`src/rtl/pbrle_pkg.sv`:
```
// ----------------------------------------------------------------------------
// pbrle_pkg
// shared widths, header constants and sequencer state codes for the
// packbits style rle decoder
// ----------------------------------------------------------------------------
package pbrle_pkg;

    localparam int BYTE_W         = 8;
    localparam int MAX_LANES      = 8;
    localparam int OUT_W          = BYTE_W * MAX_LANES;
    localparam int COUNT_W        = 4;
    localparam int LEN_W          = 7;
    localparam int RUN_W          = 8;
    localparam int LANE_BYTES_DEF = 8;

    localparam int          HDR_RUN_BIT  = 7;
    localparam logic [6:0]  HDR_LEN_MASK = 7'h7f;

    typedef enum logic [3:0] {
        ST_HEADER = 4'b0001,
        ST_RUN    = 4'b0010,
        ST_RAW    = 4'b0100,
        ST_EMIT   = 4'b1000
    } state_t;

endpackage

```
`src/rtl/packbits_style_rle_decoder_core.sv`:
```
// ----------------------------------------------------------------------------
// packbits_style_rle_decoder_core
// decodes a packbits / tga style rle byte stream into words of up to
// eight byte lanes with a byte count and a last-of-item flag
// ----------------------------------------------------------------------------
//  channel | signals                                   | direction
//  --------+-------------------------------------------+----------
//  input   | in_valid, in_stall, in_byte               | into core
//  output  | out_valid, out_stall, out_bytes,          | out of core
//          | byte_count, last_of_item                  |
//
//  header and literal bytes are each taken in one transfer; a literal transfer needs the
//  output register free or draining in the same cycle
//  a run value byte is followed by ceil(run / lanes) chunks, run being 1 to 128:
//  one shared subtract and compare unit cuts one chunk per cycle while the
//  output is not stalled, and input is stalled meanwhile
//  output stall holds the output register and, through it, the input side
//  reset (rst_n low, asynchronous) returns to expecting a header byte
// ----------------------------------------------------------------------------
module packbits_style_rle_decoder_core
    import pbrle_pkg::*;
#(
    parameter int LANE_BYTES = LANE_BYTES_DEF
)
(
    input  logic                clk,
    input  logic                rst_n,

    input  logic                in_valid,
    output logic                in_stall,
    input  logic [BYTE_W-1:0]   in_byte,

    output logic                out_valid,
    input  logic                out_stall,
    output logic [OUT_W-1:0]    out_bytes,
    output logic [COUNT_W-1:0]  byte_count,
    output logic                last_of_item
);

    // lane count clamped to what the output word holds
    localparam int LANES = (LANE_BYTES < 1) ? 1 :
                           ((LANE_BYTES > MAX_LANES) ? MAX_LANES : LANE_BYTES);

    state_t              state_reg, state_next;
    logic [LEN_W-1:0]    remaining_reg, remaining_next;
    logic [RUN_W-1:0]    run_left_reg, run_left_next;
    logic [BYTE_W-1:0]   value_reg, value_next;

    logic                out_valid_reg, out_valid_next;
    logic [OUT_W-1:0]    out_bytes_reg, out_bytes_next;
    logic [COUNT_W-1:0]  byte_count_reg, byte_count_next;
    logic                last_reg, last_next;

    logic                out_free;
    logic                in_xfer;
    logic [COUNT_W-1:0]  chunk;
    logic [OUT_W-1:0]    chunk_word;

    assign out_free = !out_valid_reg || !out_stall;
    assign in_stall = (state_reg == ST_EMIT) || !out_free;
    assign in_xfer  = in_valid && !in_stall;

    // shared chunk unit: size of the next piece of the run
    assign chunk = (run_left_reg < RUN_W'(LANES)) ? run_left_reg[COUNT_W-1:0]
                                                  : COUNT_W'(LANES);

    always_comb
    begin
        for (int i = 0; i < MAX_LANES; i++)
        begin
            chunk_word[i*BYTE_W +: BYTE_W] =
                (COUNT_W'(i) < chunk) ? value_reg : '0;
        end
    end

    always_comb
    begin
        state_next      = state_reg;
        remaining_next  = remaining_reg;
        run_left_next   = run_left_reg;
        value_next      = value_reg;
        out_valid_next  = out_valid_reg && out_stall;
        out_bytes_next  = out_bytes_reg;
        byte_count_next = byte_count_reg;
        last_next       = last_reg;

        case (state_reg)
            ST_HEADER:
            begin
                if (in_xfer)
                begin
                    if (in_byte[HDR_RUN_BIT])
                    begin
                        run_left_next = {1'b0, in_byte[LEN_W-1:0] & HDR_LEN_MASK}
                                        + RUN_W'(1);
                        state_next    = ST_RUN;
                    end
                    else
                    begin
                        remaining_next = in_byte[LEN_W-1:0] & HDR_LEN_MASK;
                        state_next     = ST_RAW;
                    end
                end
            end
            ST_RUN:
            begin
                if (in_xfer)
                begin
                    value_next = in_byte;
                    state_next = ST_EMIT;
                end
            end
            ST_RAW:
            begin
                if (in_xfer)
                begin
                    out_valid_next  = 1'b1;
                    out_bytes_next  = {{(OUT_W-BYTE_W){1'b0}}, in_byte};
                    byte_count_next = COUNT_W'(1);
                    last_next       = 1'b1;
                    if (remaining_reg == '0)
                        state_next = ST_HEADER;
                    else
                        remaining_next = remaining_reg - LEN_W'(1);
                end
            end
            ST_EMIT:
            begin
                if (out_free)
                begin
                    out_valid_next  = 1'b1;
                    out_bytes_next  = chunk_word;
                    byte_count_next = chunk;
                    last_next       = (run_left_reg == RUN_W'(chunk));
                    run_left_next   = run_left_reg - RUN_W'(chunk);
                    if (run_left_reg == RUN_W'(chunk))
                        state_next = ST_HEADER;
                end
            end
            default:
            begin
                state_next = ST_HEADER;
            end
        endcase
    end

    always_ff @(posedge clk or negedge rst_n)
    begin
        if (!rst_n)
        begin
            state_reg     <= ST_HEADER;
            remaining_reg <= '0;
            run_left_reg  <= '0;
            out_valid_reg <= 1'b0;
        end
        else
        begin
            state_reg     <= state_next;
            remaining_reg <= remaining_next;
            run_left_reg  <= run_left_next;
            out_valid_reg <= out_valid_next;
        end
    end

    always_ff @(posedge clk)
    begin
        value_reg      <= value_next;
        out_bytes_reg  <= out_bytes_next;
        byte_count_reg <= byte_count_next;
        last_reg       <= last_next;
    end

    assign out_valid    = out_valid_reg;
    assign out_bytes    = out_bytes_reg;
    assign byte_count   = byte_count_reg;
    assign last_of_item = last_reg;

    // a shown result always carries between one and the lane count of bytes
    assert property (@(posedge clk) disable iff (!rst_n)
        out_valid |-> (byte_count != '0) && (byte_count <= COUNT_W'(LANES)))
        else $error("byte count out of range");

    // chunking never starts on an empty run
    assert property (@(posedge clk) disable iff (!rst_n)
        (state_reg == ST_EMIT) |-> (run_left_reg != '0))
        else $error("run chunking with nothing left");

    // a chunk that is not the last leaves the sequencer still cutting the run
    assert property (@(posedge clk) disable iff (!rst_n)
        (out_valid && !last_of_item) |-> (state_reg == ST_EMIT))
        else $error("run ended without a last chunk");

endmodule
```
`config.mk`:
```
export PLATFORM = sky130hd
export DESIGN_NAME = packbits_style_rle_decoder_core
export DESIGN_NICKNAME = d
export VERILOG_FILES = /design/src/rtl/pbrle_pkg.sv /design/src/rtl/packbits_style_rle_decoder_core.sv
export SDC_FILE = /design/constraint.sdc
export NUM_CORES = 1
export LEC_CHECK = 0
export ABC_AREA = 1
export BUFFER_PORTS_ARGS = -buffer_cell sky130_fd_sc_hd__buf_2
export CAP_MARGIN = 20
export CORE_ASPECT_RATIO = 0.5
export CORE_MARGIN = 1.5
export CORE_UTILIZATION = 41
export DETAILED_ROUTE_END_ITERATION = 12
export SYNTH_ARGS = -nofsm -noshare
export SYNTH_HDL_FRONTEND = slang
export SYNTH_SLANG_ARGS = --single-unit
```
`constraint.sdc`:
```
create_clock -name clk -period 5.4 [get_ports clk]
set_input_delay 0.27 -clock clk [delete_from_list [all_inputs] [get_ports clk]]
set_output_delay 0.27 -clock clk [all_outputs]
set_load 0.05 [all_outputs]
```
# Yosys cells after proc, flatten, opt, wreduce, memory -nomap -nowiden

Index checks and enable logic that the tools add are counted.

Input port bits: 12
Logic and storage cells: 89
Flip-flop bits (word level): 97

Reduce and logical (&&, ||, !) cells: 17
Mux-type cells: 38
Magnitude comparators: 9
Equality and inequality tests: 14
Add/subtract/negate cells: 3

Operators with widths:

| kind                                                                  | number |
|---|---|
| 64-bit 2-to-1 mux                                                     | 2 |
| 64-bit case mux with 2 select lines                                   | 1 |
| 8-bit 2-to-1 mux                                                      | 11 |
| 4-bit 2-to-1 mux                                                      | 9 |
| 7-bit 2-to-1 mux                                                      | 4 |
| 3-bit by 4-bit < comparator with 1-bit output (first input constant)  | 4 |
| 2-bit inequality test (second input constant)                         | 8 |
| 4-bit case mux with 4 select lines                                    | 1 |
| 8-bit case mux with 2 select lines                                    | 1 |
| 7-bit case mux with 2 select lines                                    | 1 |
| 7-bit by 1-bit adder with 8-bit output (second input constant)        | 1 |
| 8-bit by 4-bit == test with 1-bit output                              | 1 |
| 1-bit by 4-bit < comparator with 1-bit output (first input constant)  | 2 |
| 2-bit by 4-bit < comparator with 1-bit output (first input constant)  | 2 |
| 8-bit by 4-bit < comparator with 1-bit output (second input constant) | 1 |
| 4-bit case mux with 2 select lines                                    | 1 |
| 8-bit by 4-bit subtractor with 8-bit output                           | 1 |
| 7-bit zero test                                                       | 1 |
| 7-bit by 1-bit subtractor with 7-bit output (second input constant)   | 1 |
| 6-bit AND reduction                                                   | 1 |
| 2-bit nonzero test                                                    | 3 |
| 5-bit AND reduction                                                   | 1 |
| 4-bit by 1-bit == test with 1-bit output (second input constant)      | 1 |
| 4-bit by 2-bit == test with 1-bit output (second input constant)      | 1 |
| other kinds (12)                                                      | 21 |

# Longest topological paths before layout

Gate-level depths: netlist of the first run.

Depth after elaboration: 8
Depth in mapped cells: 12
Depth with buffers taken out: 12

# Worst setup path after synthesis of the first run

OpenSTA, ideal clock, no wires.

Path type: reg2reg
From: register state_reg[1]
To: register byte_count_reg[0], in the netlist byte_count[0], enable pin
Slack: 0.430 ns
Path buffers: 1
Data arrival time: 4.451 ns
Clock period less this slack: 4.970 ns
Data required time: 4.881 ns
Setup time: 0.519 ns
Cell stages (with the launch flop): 7
Path through: dfrtp_1 > nor2_2 > nand2_1 > nor2_4 > buf_2 > nand2_1 > a21oi_1

Longest elaborated chain between the ends: 6
Elaborated cells on any way between the ends: 9
Those cells by class: eq/ne: 4; reduce/logical: 5

Ends and longest elaborated chain:

| what                            | RTL line                                                                     | RTL |
|---|---|---|
| start: declaration              | packbits_style_rle_decoder_core.sv:44                                        | `state_t state_reg, state_next;` |
| start signal: assignment        | packbits_style_rle_decoder_core.sv:158                                       | `state_reg <= state_next;` |
| 4-bit == test                   | packbits_style_rle_decoder_core.sv:60, packbits_style_rle_decoder_core.sv:87 |  |
| 1-bit logical OR                | packbits_style_rle_decoder_core.sv:60                                        | `assign in_stall = (state_reg == ST_EMIT) \|\| !out_free;` |
| 1-bit zero test                 | packbits_style_rle_decoder_core.sv:61                                        | `assign in_xfer = in_valid && !in_stall;` |
| 1-bit logical AND               | packbits_style_rle_decoder_core.sv:61                                        |  |
| 2-bit inequality test (no line) | --                                                                           |  |
| 3-bit AND reduction (no line) * | --                                                                           |  |
| end signal: assignment          | packbits_style_rle_decoder_core.sv:169                                       | `byte_count_reg <= byte_count_next;` |
| end: declaration                | packbits_style_rle_decoder_core.sv:51                                        | `logic [COUNT_W-1:0] byte_count_reg, byte_count_next;` |

Every way passes the cells marked *; elsewhere a longest branch is shown, timed or not.
A chain may end at the register's enable or synchronous reset.

# Final worst setup path of the first run

From: register state_reg[1]
To: register out_bytes_reg[10], in the netlist out_bytes[10], enable pin

Longest elaborated chain between the ends: 6
Elaborated cells on any way between the ends: 9
Those cells by class: eq/ne: 4; reduce/logical: 5

Ends and longest elaborated chain:

| what                            | RTL line                                                                     | RTL |
|---|---|---|
| 4-bit == test                   | packbits_style_rle_decoder_core.sv:60, packbits_style_rle_decoder_core.sv:87 |  |
| 1-bit logical OR                | packbits_style_rle_decoder_core.sv:60                                        |  |
| 1-bit zero test                 | packbits_style_rle_decoder_core.sv:61                                        |  |
| 1-bit logical AND               | packbits_style_rle_decoder_core.sv:61                                        |  |
| 2-bit inequality test (no line) | --                                                                           |  |
| 3-bit AND reduction (no line) * | --                                                                           |  |
| end signal: assignment          | packbits_style_rle_decoder_core.sv:168                                       | `out_bytes_reg <= out_bytes_next;` |
| end: declaration                | packbits_style_rle_decoder_core.sv:50                                        | `logic [OUT_W-1:0] out_bytes_reg, out_bytes_next;` |

Marks and branches as above.

==> results of run 1 <==
worst register-to-register path: stages, from the launching register on:
cell and delay [ps]:
dfrtp_1 380, nor2_2 170, nand2_1 110, nor2_4 320, nand2_1 190, a21oi_4 660, buf_4 620
power breakdown:
group / leakage (uW) / switching, uW / total (uW) / internal, uW
clock network: 0.000156 / 280 / 693 / 412
registers: 0.000965 / 90.7 / 1090 / 998
logic: 0.00113 / 730 / 957 / 227
total: 0.00225 / 1100 / 2740 / 1640
cells in the final DEF (no fill, tap or decap), types with 2 or more instances in the layout:
master / count
buf_2: 82
edfxtp_1: 77
nor2_1: 66
nand2_1: 63
inv_1: 50
o21ai_0: 25
nand3_1: 24
dfrtp_1: 19
o21ai_1: 9
clkbuf_16: 9
a21oi_1: 8
nand4_1: 5
nor2_2: 4
xor2_1: 4
ha_1: 4
inv_2: 3
nor2_4: 3
nor3_1: 3
nand3_2: 3
o21ai_2: 3
or2_2: 3
nand3_4: 2
a21oi_2: 2
inv_6: 2
bufinv_16: 2
area by class of cell:
cell class / instances / area [um2] / share of cell area
Clock buffer: 10 / 229 / 0.0441
Sequential cell: 97 / 2810 / 0.542
Multi-Input combinational cell: 243 / 1250 / 0.241
Tap cell: 140 / 175 / 0.0337
Clock inverter: 6 / 96.3 / 0.0185
Timing Repair Buffer: 84 / 428 / 0.0824
Inverter: 53 / 199 / 0.0383
layer usage:
layer | track usage | part of all wire | up-vias
met5 | 0 | 0 | -
met4 | 0.0583 | 0.013 | 0
met3 | 0.0455 | 0.054 | 11
met2 | 0.278 | 0.45 | 75
met1 | 0.219 | 0.48 | 1390
li1 | - | - | 1518
how the worst max path moves through the flow:
stage	start	to	slack, ps	depth (start not counted)
after floorplan	state_reg[1]	byte_count[0]	430	6
after global placement	state_reg[1]	out_bytes[3]	2590	6
after detailed placement	state_reg[1]	out_bytes[2]	2540	6
after CTS	state_reg[1]	out_bytes[35]	2530	6
after global routing	state_reg[1]	out_bytes[10]	2280	6
final	state_reg[1]	out_bytes[10]	2560	6
per-stage QoR:
step	instance area, um2	util
floorplan	4310	-
global placement	4860	0.476
detailed placement	4860	0.476
CTS	5190	0.509
global route	5190	0.509
finish	5190	0.509
synth_stat cells, drive strengths merged:
library cell | n | share of area
a21oi | 11 | 0.015
a31oi | 2 | 0.0064
a41oi | 1 | 0.0020
buf | 6 | 0.010
clkbuf | 2 | 0.0017
conb | 1 | 0.00087
dfrtp | 19 | 0.11
dfstp | 1 | 0.0061
edfxtp | 77 | 0.54
ha | 4 | 0.012
inv | 53 | 0.046
mux2i | 1 | 0.0023
nand2 | 65 | 0.059
nand3 | 29 | 0.043
nand4 | 5 | 0.0073
nor2 | 73 | 0.071
nor3 | 4 | 0.0058
o211ai | 1 | 0.0029
o21a | 1 | 0.0017
o21ai | 37 | 0.046
o31ai | 1 | 0.0017
or2 | 3 | 0.0044
xor2 | 4 | 0.0081
logic make-up after synthesis:
family,count (synthesis),synth area share
XOR/XNOR,4,0.00813
flip-flops,97,0.653
adder cells (fa/ha/maj),4,0.0116
multiplexers,1,0.00232
AND/OR/NAND/NOR,179,0.191
other,1,0.000871
AO/OA/AOI/OAI,54,0.0750
buffers and inverters,61,0.0581
what timing repair did:
action                    4_1_cts  5_1_grt
buffers inserted                0        0
hold endpoints to repair       19        0
hold buffers                    1        0
==> impl_metrics.csv, run 1 <==
group,metric,value,unit
floorplanning,fp-row-count,26,
timing,hold_viol,0,
floorplanning,die_height,75.5,um
finish,largest_register_ffs,64,
cts,clock-sinks,97,
hold_path,min_to,"value_reg[7]",
timing,fmax,0.353,GHz
placed_design,io_buffers,82,
cts,cts_buffers,9,
placed_design,hpwl,6.38,mm
worst_setup_path,worstPathArrival,2820,ps
worst_setup_path,path_delay_family,"simple AND/OR/NAND/NOR gates",
worst_setup_path,critPathMostFrequentCell,"nand2_1",
timing,finalClockSkew,7.01,ps
worst_setup_path,reg2reg_depth,6,
routing,final_antenna_net_count,0,
synth,synthesis.instances,401,
worst_setup_path,crit_type,"flip-flop to flip-flop",
grt,track_usage,0.168,
synth,yosysWarningCount,0,
hold_path,hp-start,"in_byte[7]",
worst_setup_path,timing.rr.end,"out_bytes[10]",
finish,layout.nets,504,
routing,drt_iter0_markers,132,
routing,drc,0,
worst_setup_path,worstPathCellList,"nor2_2 -> nand2_1 -> nor2_4 -> nand2_1 -> a21oi_4 -> buf_4",
synth,ys_seq_elements,97,
routing,viasPerCell,4.73,
cts,clk_latency,350,ps
grt,grt_max_degree,47,
cts,clk_pin_slew,70,ps
cts,htreeDepth,3,
synth,synth.distinct_cells,37,
timing,postLayoutSetupSlackWorst,2560,ps
finish,drive_gt1_frac,0.260,
synth,yosysSeqAreaShare,0.653,
power,p_leak,0.00225,uW
finish,num_antenna_cells,0,
power,power_density,527,mW/mm2
cts,tritoncts,"done",
grt,grt_overflow_total,0,
timing,slew_viol_final,0,
worst_setup_path,cp_slowest_cell,"a21oi_4",
placed_design,dp_slack,2540,ps
grt,grt_pass1_wl,13.8,mm
routing,vias,2994,
power,vdd_ir_drop_max,218,uV
synth,synth_nets,417,
synth,netlist_area,0.00431,mm2
hold_path,holdPathStages,1,
power,total_power,2740,uW
worst_setup_path,r2r_setup_slack,2560,ps
worst_setup_path,required,5380,ps
job,drv_cap,0,
timing,relSlewSlack,0.479,
cts,cts_root_buf,"clkbuf_16",
floorplanning,die_w,148,um
finish,area_delta_synth_final,20.6,%
cts,post_cts_resized,0,
finish,fin_cells,633,
grt,antenna_found_initial,0,
synth,synth_area_per_cell,10.7,um2
worst_setup_path,r2r_start,"state_reg[1]",
worst_setup_path,crit_fanout,46,
timing,rsz0062_at_grt,"no",
cts,cts_max_path_buffers,2,
timing,setup_tns,0,ps
routing,postRouteWirelength,8.92,mm
outcome,outcome,"finished, final reports clean",
placed_design,dp.cells,616,
worst_setup_path,start_kind,"flip-flop",
timing,period_minus_slack,2840,ps
placed_design,routabilityCongestion,0.791,
grt,grt_pass1_vias,2721,
routing,routedWlPerCell,14.1,um
floorplanning,initial_core_util,0.422,
timing,worstMarginPinSlew,779,ps
routing,dr.pass1.iters,4,
worst_setup_path,crit_buf_inv,1,
timing,setup_viol,0,
timing,hold_slack,127,ps
hold_path,hold_path_class,"primary input to flip-flop",
worst_setup_path,crit_path_end_kind,"flip-flop",
finish,fill_cells,964,
timing,fin_crit_sh,0.525,
floorplanning,io-pin-count,83,
floorplanning,fp.coreArea,0.0102,mm2
worst_setup_path,max_stage_delay,660,ps
floorplanning,die_area,0.0112,mm2
Note: power is estimated with default switching activity, not from simulation.
==> run 2: changes to the inputs <==
--- a/config.mk
+++ b/config.mk
@@ -5,7 +5,7 @@
 export SDC_FILE = /design/constraint.sdc
 export NUM_CORES = 1
 export LEC_CHECK = 0
-export ABC_AREA = 1
+export ABC_AREA = 0
 export BUFFER_PORTS_ARGS = -buffer_cell sky130_fd_sc_hd__buf_2
 export CAP_MARGIN = 20
 export CORE_ASPECT_RATIO = 0.5
==> constraint.sdc (replaced) <==
create_clock -name clk -period 2.4 [get_ports clk]
set_input_delay 0.12 -clock clk [delete_from_list [all_inputs] [get_ports clk]]
set_output_delay 0.12 -clock clk [all_outputs]
set_load 0.05 [all_outputs]
==> impl_metrics.csv, run 2 <==
group,metric,value,unit
outcome,outcome,"finished, final reports clean",
timing,worstMarginPinSlew,795,ps
power,vdd_ir_drop_max,427,uV
routing,viasPerCell,5.32,
synth,synthesis.instances,331,
grt,antenna_found_initial,0,
grt,grt_overflow_total,0,
worst_setup_path,required,2640,ps
synth,synth-edff-count,77,
timing,fin_crit_sh,0.953,
timing,hold_viol,0,
power,p_leak,0.00203,uW
routing,vias,3049,
routing,final_antenna_net_count,0,
finish,largest_register_ffs,64,
synth,synth_most_common_cell,"edfxtp_1",
synth,ys_seq_elements,97,
grt,grt_pass1_wl,15.5,mm
timing,relSlewSlack,0.468,
worst_setup_path,crit_path_end_kind,"flip-flop",
routing,drt_iter0_markers,235,
synth,ys_top_cells_by_area,"edfxtp_1, dfrtp_1, and2_1",
synth,ys_async_sr_fraction,0.206,
synth,synth_nets,347,
cts,cts_max_path_buffers,2,
finish,layout.nets,445,
floorplanning,io-pin-count,83,
cts,tritoncts,"done",
floorplanning,die_w,148,um
routing,routedWlPerCell,17.5,um
synth,yosysSeqAreaShare,0.656,
finish,fill_cells,905,
finish,drive_gt1_frac,0.296,
worst_setup_path,worstPathCellList,"or4_4 -> o21ai_0 -> ha_1 -> nor3_1 -> a211oi_2 -> o21ai_0 -> a211oi_1",
cts,htreeDepth,3,
routing,drc,0,
floorplanning,fp.coreArea,0.0102,mm2
routing,postRouteWirelength,10.0,mm
finish,num_antenna_cells,0,
power,combPwrFrac,0.388,
power,intPower,3750,uW
placed_design,post_dp_cell_area,0.00497,mm2
power,power_frac_seq,0.400,
worst_setup_path,critPathMostFrequentCell,"o21ai_0",
worst_setup_path,cp_slowest_cell,"or4_4",
floorplanning,die_area,0.0111,mm2
timing,period_minus_slack,2290,ps
finish,area_delta_synth_final,22.6,%
power,power_density,1200,mW/mm2
synth,synth.distinct_cells,54,
synth,synth_area_per_cell,13.0,um2
worst_setup_path,crit_fanout,6,
synth,yosys.area.top_type,"edfxtp_1",
cts,cts_buffers,9,
cts,clk_pin_slew,70,ps
cts,clock-sinks,97,
job,drv_cap,0,
synth,yosysWarningCount,0,
synth,yosysTopAreaCellShare,0.539,
synth,ys_top_cells_by_count,"edfxtp_1, and2_1, dfrtp_1, a21oi_1, nor2_1",
timing,setup_viol,0,
grt,track_usage,0.184,
worst_setup_path,crit_type,"flip-flop to flip-flop",
timing,fmax,0.437,GHz
placed_design,routabilityCongestion,0.902,
synth,synth_flop_cell,"edfxtp_1",
worst_setup_path,r2r_setup_slack,110,ps
finish,layout_commonest_cell,"buf_2",
floorplanning,die_height,75.3,um
cts,cts_root_buf,"clkbuf_16",
hold_path,hold_path_class,"primary input to flip-flop",
grt,grt_max_degree,70,
finish,final_cell_mix,"buf_2, edfxtp_1, and2_1",
power,switchingPower,2570,uW
finish,fin_area,0.00526,mm2
worst_setup_path,start_kind,"flip-flop",
placed_design,io_buffers,82,
cts,clk_latency,330,ps
timing,rsz0062_at_grt,"no",
worst_setup_path,worstPathArrival,2520,ps
power,switching_share,0.407,
timing,slew_viol_final,0,
floorplanning,initial_core_util,0.421,
timing,finalClockSkew,6.11,ps
floorplanning,fp-row-count,26,
timing,setup_tns,0,ps
synth,netlist_area,0.00429,mm2
power,p_clk_frac,0.213,
placed_design,hpwl,6.94,mm
grt,grt_pass1_vias,2822,
routing,dr.pass1.iters,5,
worst_setup_path,max_stage_delay,560,ps
[run 2: cell count changes after synthesis, sizes merged, moves of 5 or more]
cell / previous run / this run
and2: 0 / 57
nor2: 73 / 17
nand2: 65 / 15
inv: 53 / 6
o21ai: 37 / 14
nand3: 29 / 8
a22o: 0 / 8
a21oi: 11 / 17
o2bb2ai: 0 / 6
clkbuf: 2 / 7
[run 2: routing by layer]
metal | track usage | wire length, um | vias up
met3 | 0.0347 | 473 | 12
met1 | 0.258 | 4700 | 1481
met4 | 0.0633 | 126 | 0
met5 | 0 | 0 | -
met2 | 0.296 | 4700 | 107
li1 | - | - | 1449
[run 2: area by class of cell]
class	count	area, um2	share of cell area
sequential	97	2810	0.535
multi-input combinational	216	1420	0.270
clock buffer	9	225	0.0428
tap	140	175	0.0333
timing repair buffer	99	553	0.105
inverter	6	22.5	0.00428
clock inverter	6	50.0	0.00951
[run 2: path summary, 6_finish.rpt]
check,startpoint,end,cells after the start
worst max-delay path,run_left_reg[5],run_left_reg[6],7
worst min-delay path,in_byte[3],value_reg[3],1
worst max register to register,run_left_reg[5],run_left_reg[6],7
worst min register to register,remaining_reg[0],remaining_reg[0],1
max in group asynchronous,rst_n,state_reg[0],2
min in group asynchronous,rst_n,remaining_reg[1],2
[run 2: metrics by stage]
| stage | instances | total power, uW | setup WS (ps) | hold slack [ps] | util |
|---|---|---|---|---|---|
| finish | 573 | 6320 | 114 | 67.5 | 0.517 |
| global route | 573 | 6640 | 7.84 | 61.1 | 0.517 |
| CTS | 573 | 6330 | 84.5 | 58.2 | 0.516 |
| detailed placement | 557 | 4990 | 97.2 | 117 | 0.488 |
| global placement | 557 | 4900 | 192 | 106 | 0.488 |
| floorplan | 331 | 4310 | -423 | -176 | - |
[run 2: power groups by stage]
stage / registers [uW] / clock network (uW) / logic, uW
final: 2530 / 1350 / 2450
after global routing: 2570 / 1440 / 2630
after CTS: 2520 / 1370 / 2440
after detailed placement: 2550 / 0 / 2430
after global placement: 2530 / 0 / 2370
after floorplan: 3140 / 0 / 1170
[run 2: worst max-delay path: cells and delay by family, from the launching register on]
kind	cells	cell delay (ps)
compound gates	4	890
simple gates	2	640
fa+ha+maj	1	260
flops	1	410
[run 2: logic make-up (layout without fill, tap and decap cells)]
group,count (synthesis),after routing,share of synthesized area
simple gates,129,129,0.174
flops,97,97,0.656
compound gates,76,76,0.128
buf+inv,18,120,0.0166
fa+ha+maj,4,4,0.0117
xor+xnor,4,4,0.00816
mux,2,2,0.00496
other cells,1,1,0.000874
[run 2: repair_timing]
item / 4_1_cts / 5_1_grt
hold buffers: 1 / 0
buffers inserted: 0 / 0
endpoints found under the setup margin: 0 / 1
hold endpoints to repair: 19 / 0
gates resized for setup: 0 / 1
